File: src/rtl/bote_pkg.sv
// ----------------------------------------------------------------------------
// bote_pkg: shared types and constants of the box overlap / track error block
// Field widths, derived datapath widths and the transfer structs.
// ----------------------------------------------------------------------------
package bote_pkg;

  // Pixel coordinate and size width
  localparam int COORD_BITS  = 12;

  // Doubled center (2*x + w) and box end (x + w)
  localparam int CTR_BITS    = COORD_BITS + 2;
  localparam int END_BITS    = COORD_BITS + 1;

  // Squared center distance and its square root
  localparam int SQ_BITS     = 2 * CTR_BITS + 1;
  localparam int SQ_SCALE    = 6;  // times 64 gives 1/16 pixel after the root
  localparam int ROOT_BITS   = (SQ_BITS + SQ_SCALE + 1) / 2;
  localparam int RAD_BITS    = 2 * ROOT_BITS;

  // Areas and the score divider
  localparam int AREA_BITS   = 2 * COORD_BITS;
  localparam int DEN_BITS    = AREA_BITS + 1;

  localparam int DIST_BITS   = 18;
  localparam int SCORE_BITS  = 17;

  localparam logic [DIST_BITS-1:0]  DIST_MAX  = {DIST_BITS{1'b1}};
  localparam logic [SCORE_BITS-1:0] SCORE_ONE = SCORE_BITS'(1) << (SCORE_BITS - 1);

  typedef struct packed {
    logic [COORD_BITS-1:0] tracked_x;
    logic [COORD_BITS-1:0] tracked_y;
    logic [COORD_BITS-1:0] tracked_w;
    logic [COORD_BITS-1:0] tracked_h;
    logic [COORD_BITS-1:0] truth_x;
    logic [COORD_BITS-1:0] truth_y;
    logic [COORD_BITS-1:0] truth_w;
    logic [COORD_BITS-1:0] truth_h;
  } bote_in_t;

  typedef struct packed {
    logic [DIST_BITS-1:0]  center_distance;
    logic [SCORE_BITS-1:0] overlap_score;
  } bote_out_t;

endpackage

File: src/rtl/bote_div.sv
// ----------------------------------------------------------------------------
// bote_div: pipelined overlap score divider
// Computes floor(ov * 2^SCORE_BITS / den), one quotient bit per stage,
// after one entry register. A zero denominator yields zero.
// ----------------------------------------------------------------------------
module bote_div (
  input  logic                            clk,
  input  logic                            rst_n,
  input  logic                            in_valid,
  input  logic [bote_pkg::AREA_BITS-1:0]  in_ov,
  input  logic [bote_pkg::DEN_BITS-1:0]   in_den,
  output logic                            out_valid,
  output logic [bote_pkg::SCORE_BITS-1:0] out_quo
);
  import bote_pkg::*;

  localparam int WRK_BITS = DEN_BITS + 1;

  logic                  ent_valid_r;
  logic [DEN_BITS-1:0]   ent_rem_r;
  logic [DEN_BITS-1:0]   ent_den_r;
  logic                  ent_zero_r;

  logic                  valid_r [SCORE_BITS];
  logic [DEN_BITS-1:0]   rem_r   [SCORE_BITS];
  logic [DEN_BITS-1:0]   den_r   [SCORE_BITS];
  logic                  zero_r  [SCORE_BITS];
  logic [SCORE_BITS-1:0] quo_r   [SCORE_BITS];

  logic                  valid_in [SCORE_BITS];
  logic [DEN_BITS-1:0]   rem_in   [SCORE_BITS];
  logic [DEN_BITS-1:0]   den_in   [SCORE_BITS];
  logic                  zero_in  [SCORE_BITS];
  logic [SCORE_BITS-1:0] quo_in   [SCORE_BITS];
  logic [WRK_BITS-1:0]   rem_sh   [SCORE_BITS];
  logic                  ge       [SCORE_BITS];
  logic [DEN_BITS-1:0]   rem_nxt  [SCORE_BITS];
  logic [SCORE_BITS-1:0] quo_nxt  [SCORE_BITS];

  always_comb begin
    for (int k = 0; k < SCORE_BITS; k++) begin
      if (k == 0) begin
        valid_in[k] = ent_valid_r;
        rem_in[k]   = ent_rem_r;
        den_in[k]   = ent_den_r;
        zero_in[k]  = ent_zero_r;
        quo_in[k]   = '0;
      end else begin
        valid_in[k] = valid_r[k-1];
        rem_in[k]   = rem_r[k-1];
        den_in[k]   = den_r[k-1];
        zero_in[k]  = zero_r[k-1];
        quo_in[k]   = quo_r[k-1];
      end
      // partial remainder stays below den, so the shifted value stays below 2*den
      rem_sh[k]  = {rem_in[k], 1'b0};
      ge[k]      = (rem_sh[k] >= {1'b0, den_in[k]});
      rem_nxt[k] = ge[k] ? DEN_BITS'(rem_sh[k] - {1'b0, den_in[k]})
                         : DEN_BITS'(rem_sh[k]);
      quo_nxt[k] = {quo_in[k][SCORE_BITS-2:0], ge[k]};
    end
  end

  always_ff @(posedge clk) begin
    if (!rst_n) begin
      ent_valid_r <= 1'b0;
      for (int k = 0; k < SCORE_BITS; k++) valid_r[k] <= 1'b0;
    end else begin
      ent_valid_r <= in_valid;
      for (int k = 0; k < SCORE_BITS; k++) valid_r[k] <= valid_in[k];
    end
  end

  always_ff @(posedge clk) begin
    ent_rem_r  <= DEN_BITS'(in_ov);
    ent_den_r  <= in_den;
    ent_zero_r <= (in_den == '0);
    for (int k = 0; k < SCORE_BITS; k++) begin
      rem_r[k]  <= rem_nxt[k];
      den_r[k]  <= den_in[k];
      zero_r[k] <= zero_in[k];
      quo_r[k]  <= quo_nxt[k];
    end
  end

  assign out_valid = valid_r[SCORE_BITS-1];
  assign out_quo   = zero_r[SCORE_BITS-1] ? '0 : quo_r[SCORE_BITS-1];

endmodule

File: config.mk
export PLATFORM = sky130hd
export DESIGN_NAME = bote_div
export DESIGN_NICKNAME = d
export VERILOG_FILES = /design/src/rtl/bote_pkg.sv /design/src/rtl/bote_div.sv
export SDC_FILE = /design/constraint.sdc
export NUM_CORES = 2
export LEC_CHECK = 0
export ABC_CLOCK_PERIOD_IN_PS = 6000
export BUFFER_PORTS_ARGS = -buffer_cell sky130_fd_sc_hd__buf_2
export CAP_MARGIN = 20
export CORE_MARGIN = 2
export CORE_UTILIZATION = 50
export CTS_BUF_LIST = sky130_fd_sc_hd__clkbuf_16
export CTS_CLUSTER_DIAMETER = 40
export DETAILED_ROUTE_END_ITERATION = 16
export PLACE_DENSITY = 0.66
export SETUP_SLACK_MARGIN = 0.2
export SKIP_CTS_REPAIR_TIMING = 1
export SYNTH_ARGS = -nofsm -noshare
export SYNTH_HDL_FRONTEND = slang
export SYNTH_SLANG_ARGS = --single-unit
File: constraint.sdc
create_clock -name clk -period 6 [get_ports clk]
set_input_delay 0 -clock clk [delete_from_list [all_inputs] [get_ports clk]]
set_output_delay 0 -clock clk [all_outputs]
set_load 0.005 [all_outputs]
==> run summary <==
Most common cell after layout, fill and taps aside - dfxtp_1
Gate power share - 45.0%
Clock-pin slew on the worst setup and hold paths - 60 ps
Final period util - 69.5%
Post-synthesis simple-gate area fraction - 10.8%
Post-synth EDFFs - 0
Vias in the first global route - 34895
Max-slew violations - 0
Max_cap viols - 0
GPL Wtd Cong - 0.914
Async set-reset flop share out of synthesis - 0%
Xor and xnor area share after synthesis - 6.05%
H-tree level count - 4
Fmax - 240 MHz
FF+latch count, synth - 1038
RSZ-0062 raised after global routing - no
Number of diodes - 0
I/O pin total - 70
Initial antenna violation count - 2
Syn Area/Cell - 9.53 um^2
CTS tree - built
Routed Antenna Nets - 0
Clock skew - 22.8 ps
Syn nets - 5441
Routed via count - 34575
Die height - 311 um
DRC viols - 0
Status - complete, no violations
Startpoint type of the worst setup path - flip-flop
Most frequent cells in the layout - 1038 x dfxtp_1, 550 x inv_1, 424 x ha_1
Global-route wire length before repair - 164000 um
Total die area - 96800 um^2
Core area - 93500 um^2
Slew HR - 32.1%
Final setup TNS - 0 ps
Primary FF master, synth - dfxtp_1
Post-synthesis cell count - 4949
Number of detailed-route iterations in the first pass - 7
Internal Power - 21.5 mW
Clock power frac - 25.4%
Die X - 311 um
PD cells - 618 nW/um^2
Clock sink count - 1038
Maximum vdd ir drop - 0.000344 V
Largest net degree at the start of global routing - 49
Total Nets Final - 5678
Leakage power - 25.2 nW
Initial Util - 50.5%
CTS buffer count - 146
Crit path time final - 4170 ps
Row count - 112
Clock Path Buffers - 3
WP data arrival - 4790 ps
Hpwl dp - 79900 um
Largest family of logic cells by synthesized area - compound AO/OA/AOI/OAI gates
Crit Path Class - reg2reg
Setup violators final - 0
Yosys cell types - 85
Placed cell count - 6189
Clk Latency, worst-skew pair - 740 ps
Crit. End Element - flip-flop
Crit path required time - 6620 ps
Global Route Usage Sum - 20.8%
Mux cell area share after synthesis - 5.59%
Aggregate routed wire length - 105000 um
Net Switching - 12.4 mW
Share of layout cells above drive strength 1 - 10.8%
Sw Share - 36.7%
Final Hold Vio Count - 0
Synth warn - 0
Via density - 5.27
IO Port Bufs - 69
Final cell count without fillers - 6562
Starting DRT DRC Count - 1507
Area Growth Syn to Fin - 16.3%
Grt total ovfl - 0
Worst-path fanout max - 39
Drt wl/cell - 15.9 um
Post-synthesis compound-gate area fraction - 16.4%
Sequential share of power - 29.6%
Root Driver - clkbuf_16
Worst-Margin Slew - 1020 ps
Hold Path Class - in2reg
Cell area after synthesis - 47200 um^2
Sequential area share after synthesis - 44.1%
Synth Area in Adders - 11.9%
## final timing paths
| check | startpoint | end | slack [ps] | cells after the start |
|---|---|---|---|---|
| max | den_r[0][2]$_DFF_P_ | rem_r[0][41]$_DFF_P_ | 1830 | 12 |
| min reg2reg | quo_r[0][206]$_DFF_P_ | quo_r[0][224]$_DFF_P_ | 320 | 0 |
| max reg2reg | den_r[0][2]$_DFF_P_ | rem_r[0][41]$_DFF_P_ | 1830 | 12 |
| min | in_den[23] | ent_zero_r$_DFF_P_ | 200 | 5 |
## cells by family (layout without fill, tap and decap cells)
group | count (synthesis) | after routing
multiplexers | 236 | 236
flip-flops | 1038 | 1038
adder cells (fa/ha/maj) | 440 | 440
buffers and inverters | 641 | 1000
AND/OR/NAND/NOR | 1052 | 1052
XOR/XNOR | 326 | 326
AO/OA/AOI/OAI | 1216 | 1216
## critical path: stages, from the launching register on
cell and delay, ps:
dfxtp_1 330, inv_1 50, ha_1 410, nor2b_1 210, o31ai_2 270, a41oi_1 200, buf_4 210, a2111oi_2 580
o31ai_1 200, a211oi_1 320, o21a_1 460, inv_2 410, mux2_2 390
## power groups by stage
stage	clock (mW)	sequential [mW]	combinational (mW)
2_1_floorplan	0	9.82	12.1
3_3_place_gp	0	10.2	14.8
3_5_place_dp	0	10.2	15.0
4_1_cts	8.81	10.0	15.2
5_1_grt	9.10	10.3	17.0
6_report	8.62	10.0	15.3
## flip-flops by register name, summed over array words and instances, names as in the netlist, 17 cells and up
register   count
valid_r       17
ent_den_r     25
rem_r        400
den_r        400
ent_rem_r     24
quo_r        153
zero_r        17
## cell type report
class,instances,area (um^2)
clock inverter,121,1270
multi-input combinational,3270,24000
timing repair buffer,188,1510
inverter,542,2030
clock buffer,149,3730
tap,1254,1570
sequential,1038,20800
fill,7921,38600
## per-layer routing
metal / GRT usage, % / vias to the layer above / part of all wire, % / wire length [um]
met3: 3.47 / 346 / 3.1 / 3210
met4: 14.3 / 0 / 6.6 / 6860
li1: - / 17596 / - / -
met2: 42.1 / 700 / 55 / 57500
met1: 18.3 / 15933 / 35 / 37000
met5: 0 / - / 0 / 0
## metrics by stage
step | total power, mW | setup slack (ps) | util (%) | cell area, um^2 | hold slack [ps]
after floorplan | 21.9 | 2810 | - | 47200 | 27.7
after global placement | 25.0 | 1930 | 52.2 | 48800 | 102
after detailed placement | 25.2 | 1910 | 52.2 | 48800 | 104
after CTS | 34.0 | 1890 | 57.6 | 53800 | -701
after global routing | 36.3 | 1670 | 58.7 | 54900 | 186
final | 33.9 | 1830 | 58.7 | 54900 | 200
## synthesized netlist by cell type (9+ instances only)
cell	number	share of area, %
inv_1	541	4.3
and3_1	37	0.49
a211o_1	18	0.33
a21oi_1	398	4.2
o31ai_1	25	0.40
nor2b_1	83	1.1
and4_1	10	0.19
buf_2	17	0.18
clkbuf_1	78	0.62
mux2_2	205	4.9
a21o_1	166	2.6
nand4b_1	10	0.19
a221oi_1	9	0.17
mux2_1	15	0.36
xnor2_1	206	3.8
a31oi_1	34	0.45
xor2_1	120	2.2
o21ai_0	278	2.9
nand3_1	79	0.84
nor4_1	13	0.17
a2111oi_0	13	0.24
a41oi_1	10	0.19
nand2_1	277	2.2
o21bai_1	24	0.38
and2_1	40	0.53
o31a_1	25	0.46
or2_2	13	0.17
nor2_1	282	2.2
nand2b_1	56	0.74
o21a_1	75	1.2
nand4_1	53	0.70
a211oi_1	20	0.32
nor3_1	64	0.68
or3_1	15	0.20
mux2i_1	16	0.34
ha_1	424	11
dfxtp_1	1038	44
fa_1	16	0.68
o211ai_1	15	0.24
Power figures use the tool's default switching activity.
