## config.mk

```make
export PLATFORM = sky130hd
export DESIGN_NAME = bote_isqrt
export DESIGN_NICKNAME = d
export VERILOG_FILES = /design/src/rtl/bote_pkg.sv /design/src/rtl/bote_isqrt.sv
export SDC_FILE = /design/constraint.sdc
export NUM_CORES = 1
export LEC_CHECK = 0
export BUFFER_PORTS_ARGS = -buffer_cell sky130_fd_sc_hd__buf_2
export CAP_MARGIN = 10
export CORE_MARGIN = 3
export CORE_UTILIZATION = 41
export DETAILED_ROUTE_END_ITERATION = 7
export GPL_TIMING_DRIVEN = 0
export HOLD_SLACK_MARGIN = 0.02
export PLACE_DENSITY = 0.63
export SLEW_MARGIN = 20
export SYNTH_ARGS = -nofsm -noshare
export SYNTH_HDL_FRONTEND = slang
export SYNTH_SLANG_ARGS = --single-unit
```

## constraint.sdc

```tcl
create_clock -name clk -period 4.18 [get_ports clk]
set_clock_uncertainty 0.15 [all_clocks]
set_input_delay 0.418 -clock clk [delete_from_list [all_inputs] [get_ports clk]]
set_output_delay 0.418 -clock clk [all_outputs]
set_load 0.01 [all_outputs]
```

## src/rtl/bote_pkg.sv

```systemverilog
// ----------------------------------------------------------------------------
// bote_pkg: shared types and constants of the box overlap / track error block
// Field widths, derived datapath widths and the transfer structs.
// ----------------------------------------------------------------------------
package bote_pkg;

  // Pixel coordinate and size width
  localparam int COORD_BITS  = 12;

  // Doubled center (2*x + w) and box end (x + w)
  localparam int CTR_BITS    = COORD_BITS + 2;
  localparam int END_BITS    = COORD_BITS + 1;

  // Squared center distance and its square root
  localparam int SQ_BITS     = 2 * CTR_BITS + 1;
  localparam int SQ_SCALE    = 6;  // times 64 gives 1/16 pixel after the root
  localparam int ROOT_BITS   = (SQ_BITS + SQ_SCALE + 1) / 2;
  localparam int RAD_BITS    = 2 * ROOT_BITS;

  // Areas and the score divider
  localparam int AREA_BITS   = 2 * COORD_BITS;
  localparam int DEN_BITS    = AREA_BITS + 1;

  localparam int DIST_BITS   = 18;
  localparam int SCORE_BITS  = 17;

  localparam logic [DIST_BITS-1:0]  DIST_MAX  = {DIST_BITS{1'b1}};
  localparam logic [SCORE_BITS-1:0] SCORE_ONE = SCORE_BITS'(1) << (SCORE_BITS - 1);

  typedef struct packed {
    logic [COORD_BITS-1:0] tracked_x;
    logic [COORD_BITS-1:0] tracked_y;
    logic [COORD_BITS-1:0] tracked_w;
    logic [COORD_BITS-1:0] tracked_h;
    logic [COORD_BITS-1:0] truth_x;
    logic [COORD_BITS-1:0] truth_y;
    logic [COORD_BITS-1:0] truth_w;
    logic [COORD_BITS-1:0] truth_h;
  } bote_in_t;

  typedef struct packed {
    logic [DIST_BITS-1:0]  center_distance;
    logic [SCORE_BITS-1:0] overlap_score;
  } bote_out_t;

endpackage

```

## src/rtl/bote_isqrt.sv

```systemverilog
// ----------------------------------------------------------------------------
// bote_isqrt: pipelined integer square root
// One result bit per stage, restoring digit-by-digit method.
// ----------------------------------------------------------------------------
module bote_isqrt (
  input  logic                          clk,
  input  logic                          rst_n,
  input  logic                          in_valid,
  input  logic [bote_pkg::RAD_BITS-1:0] in_rad,
  output logic                          out_valid,
  output logic [bote_pkg::ROOT_BITS-1:0] out_root
);
  import bote_pkg::*;

  localparam int REM_BITS = ROOT_BITS + 1;
  localparam int WRK_BITS = REM_BITS + 2;

  logic                 valid_r  [ROOT_BITS];
  logic [RAD_BITS-1:0]  rad_r    [ROOT_BITS];
  logic [REM_BITS-1:0]  rem_r    [ROOT_BITS];
  logic [ROOT_BITS-1:0] root_r   [ROOT_BITS];

  logic                 valid_in [ROOT_BITS];
  logic [RAD_BITS-1:0]  rad_in   [ROOT_BITS];
  logic [REM_BITS-1:0]  rem_in   [ROOT_BITS];
  logic [ROOT_BITS-1:0] root_in  [ROOT_BITS];
  logic [WRK_BITS-1:0]  rem_sh   [ROOT_BITS];
  logic [WRK_BITS-1:0]  trial    [ROOT_BITS];
  logic                 ge       [ROOT_BITS];
  logic [RAD_BITS-1:0]  rad_nxt  [ROOT_BITS];
  logic [REM_BITS-1:0]  rem_nxt  [ROOT_BITS];
  logic [ROOT_BITS-1:0] root_nxt [ROOT_BITS];

  always_comb begin
    for (int k = 0; k < ROOT_BITS; k++) begin
      if (k == 0) begin
        valid_in[k] = in_valid;
        rad_in[k]   = in_rad;
        rem_in[k]   = '0;
        root_in[k]  = '0;
      end else begin
        valid_in[k] = valid_r[k-1];
        rad_in[k]   = rad_r[k-1];
        rem_in[k]   = rem_r[k-1];
        root_in[k]  = root_r[k-1];
      end
      // bring down the next two radicand bits, try (4*root + 1)
      rem_sh[k]   = {rem_in[k], rad_in[k][RAD_BITS-1 -: 2]};
      trial[k]    = {1'b0, root_in[k], 2'b01};
      ge[k]       = (rem_sh[k] >= trial[k]);
      rem_nxt[k]  = ge[k] ? REM_BITS'(rem_sh[k] - trial[k]) : REM_BITS'(rem_sh[k]);
      root_nxt[k] = {root_in[k][ROOT_BITS-2:0], ge[k]};
      rad_nxt[k]  = {rad_in[k][RAD_BITS-3:0], 2'b00};
    end
  end

  always_ff @(posedge clk) begin
    if (!rst_n) begin
      for (int k = 0; k < ROOT_BITS; k++) valid_r[k] <= 1'b0;
    end else begin
      for (int k = 0; k < ROOT_BITS; k++) valid_r[k] <= valid_in[k];
    end
  end

  always_ff @(posedge clk) begin
    for (int k = 0; k < ROOT_BITS; k++) begin
      rad_r[k]  <= rad_nxt[k];
      rem_r[k]  <= rem_nxt[k];
      root_r[k] <= root_nxt[k];
    end
  end

  assign out_valid = valid_r[ROOT_BITS-1];
  assign out_root  = root_r[ROOT_BITS-1];

endmodule

```

==> summary.md <==
| Metric | Value |
|---|---|
| Outcome | `finished clean` |
| Root Driver | `clkbuf_16` |
| Post-Syn Area | `~0.029 mm2` |
| Placement row count | `96` |
| Dpl cells | `about 3800` |
| Layout cells sized above 1 | `around 8.8%` |
| Chip height | `approximately 270 um` |
| Clk slew on worst S/H paths | `~60 ps` |
| Critical Path End Type | `register` |
| Worst-margin pin slew | `~1100 ps` |
| Syn nets | `between 3000 and 4000` |
| FF+latch count, synth | `a little under 800` |
| First-pass GRT wire length | `about 90000 um` |
| Worst path most repeated cell | `clkbuf_1` |
| Initial antenna violation count | `0` |
| Nets | `roughly 3200` |
| Drt pass-1 iters | `6` |
| Maximum number of pins on one net before global-route repair | `17` |
| Clock Sink Count | `just under 800` |
| DRC errors left | `0` |
| Starting Density | `a little over two fifths` |
| Asr flop ratio synth | `0%` |
| Fin crit share | `between 80% and 90%` |
| All-Layer GR Usage | `14.8%` |
| Routed met3 length | `3240 um` |
| PwrDens | `~620 mW/mm2` |
| Worst IR drop on VDD | `between 0.3 and 0.4 mV` |
| Port bufs | `57` |
| Post-synthesis sequential area ratio | `55.4%` |
| Setup tns final | `0 ps` |
| Post-CTS Resized | `0` |
| Setup Buffers After CTS | `0` |
| Max-Cap Viols | `0` |
| Die Wd | `~270 um` |
| WP data required | `4500 ps` |
| Met1 WL | `25800 um` |
| FILL cells | `roughly 6000` |
| Final setup viols | `0` |
| Antenna Cells | `0` |
| Dpl hpwl | `41100 um` |
| Hold Fails Final Rpt | `0` |
| Clk_lat worst skew | `between 600 and 700 ps` |
| Data arrival time of the critical path | `between 4000 and 5000 ps` |
| Met2 WL | `between 20000 and 25000 um` |
| Layout Cells excl Fill | `3941` |
| Final antenna-violating net count | `0` |
| Distinct cells, synth | `77` |
| Startpoint Class | `register` |
| DR vias/cell | `between 4 and 5` |
| GRT overflow | `0` |
| Final Max Slew Viols | `0` |
| Final min period | `between 3000 and 4000 ps` |
| RSZ-0062 raised after global routing | `no` |
| CP Cell Sequence | `inv_1, ha_1, clkbuf_1, nand4b_1, nor4_1, nand4_1, nand3_1, o21bai_1, clkbuf_1, clkbuf_1, a21oi_1` |
| Slowest CP cell | `clkbuf_1` |
| Yosys warning count | `0` |
| Routability cong. | `0.933` |
| Number of global-route vias before repair | `19300` |
| Main synth FF type | `dfxtp_1` |
| Critical Path Fanout Max | `10` |
| DR top layer | `met4` |
| Via Count | `around 20000` |
| CTS max path bufs | `3` |
| Top-level I/O count | `between 50 and 60` |
| TritonCTS Buffers | `77` |
| Worst slew margin | `roughly 28%` |
| Gate Count Post-Synth | `~2800` |
| Routed wire length | `roughly 55000 um` |
| Delay of the slowest critical-path stage | `500 ps` |
| Mapped Avg Cell Area | `10.4 um2` |
| EDFF count, synth | `0` |
| CTS Hold Bufs | `40` |
| CTS tree | `yes` |
| Die area | `approximately 0.073 mm2` |
| Critical path class | `register to register` |
| Avg WL per Cell | `approximately 14 um` |
| H-Tree Depth | `3` |
| Core area | `0.0691 mm2` |
| FMAX | `around 270 MHz` |
| Pleak | `roughly 16 nW` |
| Area grow syn2layout | `15.7%` |
| Hold Path Class | `register to register` |
| DR iter-0 viols | `approximately 1300` |
[where the power goes]
| part | total [mW] | internal [mW] | switching, mW |
|---|---|---|---|
| clock | 6.94 | 4.06 | 2.88 |
| combinational | 3.86 | 1.75 | 2.11 |
| sequential | 9.71 | 8.88 | 0.829 |
[per-stage QoR]
step / cell area [um2] / utilization [%] / hold WS, ps / total power, mW / setup slack [ps]
2_1_floorplan: 28700 / - / 160 / 12.6 / 1480
5_1_grt: 33200 / 48.1 / 178 / 21.7 / 102
4_1_cts: 33200 / 48.1 / 170 / 20.7 / 522
6_report: 33200 / 48.1 / 169 / 20.5 / 438
3_3_place_gp: 30200 / 43.7 / 160 / 13.5 / 676
3_5_place_dp: 30200 / 43.7 / 162 / 13.6 / 561
[synthesized netlist by cell type, types with 12 or more instances]
master    instances  area share (%)
or4_1            20            0.52
nand2_1         154             2.0
nor3_1           70             1.2
a21o_1           49             1.3
o31ai_1          12            0.31
nor2_1          170             2.2
and3_1           15            0.33
and2_1           27            0.59
o211ai_1         12            0.31
o21ai_0         127             2.2
nand4_1          28            0.61
dfxtp_1         796              55
o21bai_1         14            0.37
nand2b_1         31            0.67
mux2_2           31             1.2
a31oi_1          17            0.37
clkbuf_1         35            0.46
ha_1            190             8.3
a21oi_1         173             3.0
o21a_1           35            0.91
inv_1           240             3.1
nor4_1           34            0.74
xnor2_1         112             3.4
nor2b_1          25            0.54
or3_1            34            0.74
a211oi_1         18            0.47
nand3_1          33            0.57
xor2_1          110             3.4
or2_2            16            0.35
[area by class of cell]
type / instances / area [um2] / share of cell area (%)
multi-input cells: 1689 / 11700 / 35.2
plain buffers: 47 / 205 / 0.617
well taps: 931 / 1160 / 3.50
flip-flops and latches: 796 / 15900 / 47.9
inverters: 241 / 905 / 2.72
clock inverters: 33 / 412 / 1.24
clock buffers: 107 / 2240 / 6.74
repair buffers: 97 / 686 / 2.06
[cell families (layout without fill, tap and decap cells)]
logic type	after synthesis	after routing	synth area share [%]
multiplexers	38	38	1.46
AND/OR/NAND/NOR	698	698	12.4
adder cells (fa/ha/maj)	190	190	8.27
other	1	1	0.0130
AO/OA/AOI/OAI	540	540	11.8
flip-flops	796	796	55.4
buffers and inverters	288	525	3.86
XOR/XNOR	222	222	6.76
[per-layer routing]
layer,vias up,GRT usage (%)
met3,72,3.02
met5,-,0
met4,0,4.77
li1,9874,-
met1,9150,19.6
met2,517,24.3
[worst max-delay path: cells and delay by family, from the launching register on]
family | cells | cell delay (ps)
buf+inv | 4 | 1310
fa+ha+maj | 1 | 260
simple gates | 4 | 1110
compound gates | 2 | 420
flops | 1 | 360
[flip-flops by register name (all words and copies together), names as in the netlist]
register  flops
rem_r       301
root_r      171
rad_r       306
valid_r      18
[placed cells by master, fill, tap and decap left out, types with 10 or more instances in the layout]
cell           netlist  routed
nand2_1            154     154
a21o_1              49      49
clkbuf_1            35      45
nor2b_1             25      25
o31a_1              10      10
o21a_1              35      35
a21oi_1            173     173
dfxtp_1            796     796
nor3_1              70      70
o21bai_1            14      14
xor2_1             110     110
o31ai_1             12      12
buf_2                8      65
nor4_1              34      34
a211oi_1            18      18
nor2_1             170     170
inv_1              240     240
and3_1              15      15
nand2b_1            31      31
and2_1              27      27
clkbuf_16            0      77
mux2_2              31      31
nand4_1             28      28
xnor2_1            112     112
o211ai_1            12      12
clkinv_2             0      13
nand3_1             33      33
clkbuf_8             0      20
a31oi_1             17      17
or2_2               16      16
or3_1               34      34
ha_1               190     190
or4_1               20      20
dlygate4sd3_1        0      40
o21ai_0            127     127
[path summary, 6_finish.rpt]
path                        from            to  slack [ps]  cells past startpoint
hold reg to reg     rad_r[1][28]  rad_r[2][30]         170                      0
setup reg to reg  root_r[13][12]  rem_r[14][7]         440                     11
setup / recovery  root_r[13][12]  rem_r[14][7]         440                     11
hold / removal      rad_r[1][28]  rad_r[2][30]         170                      0
Note: power is estimated with default switching activity, not from simulation.
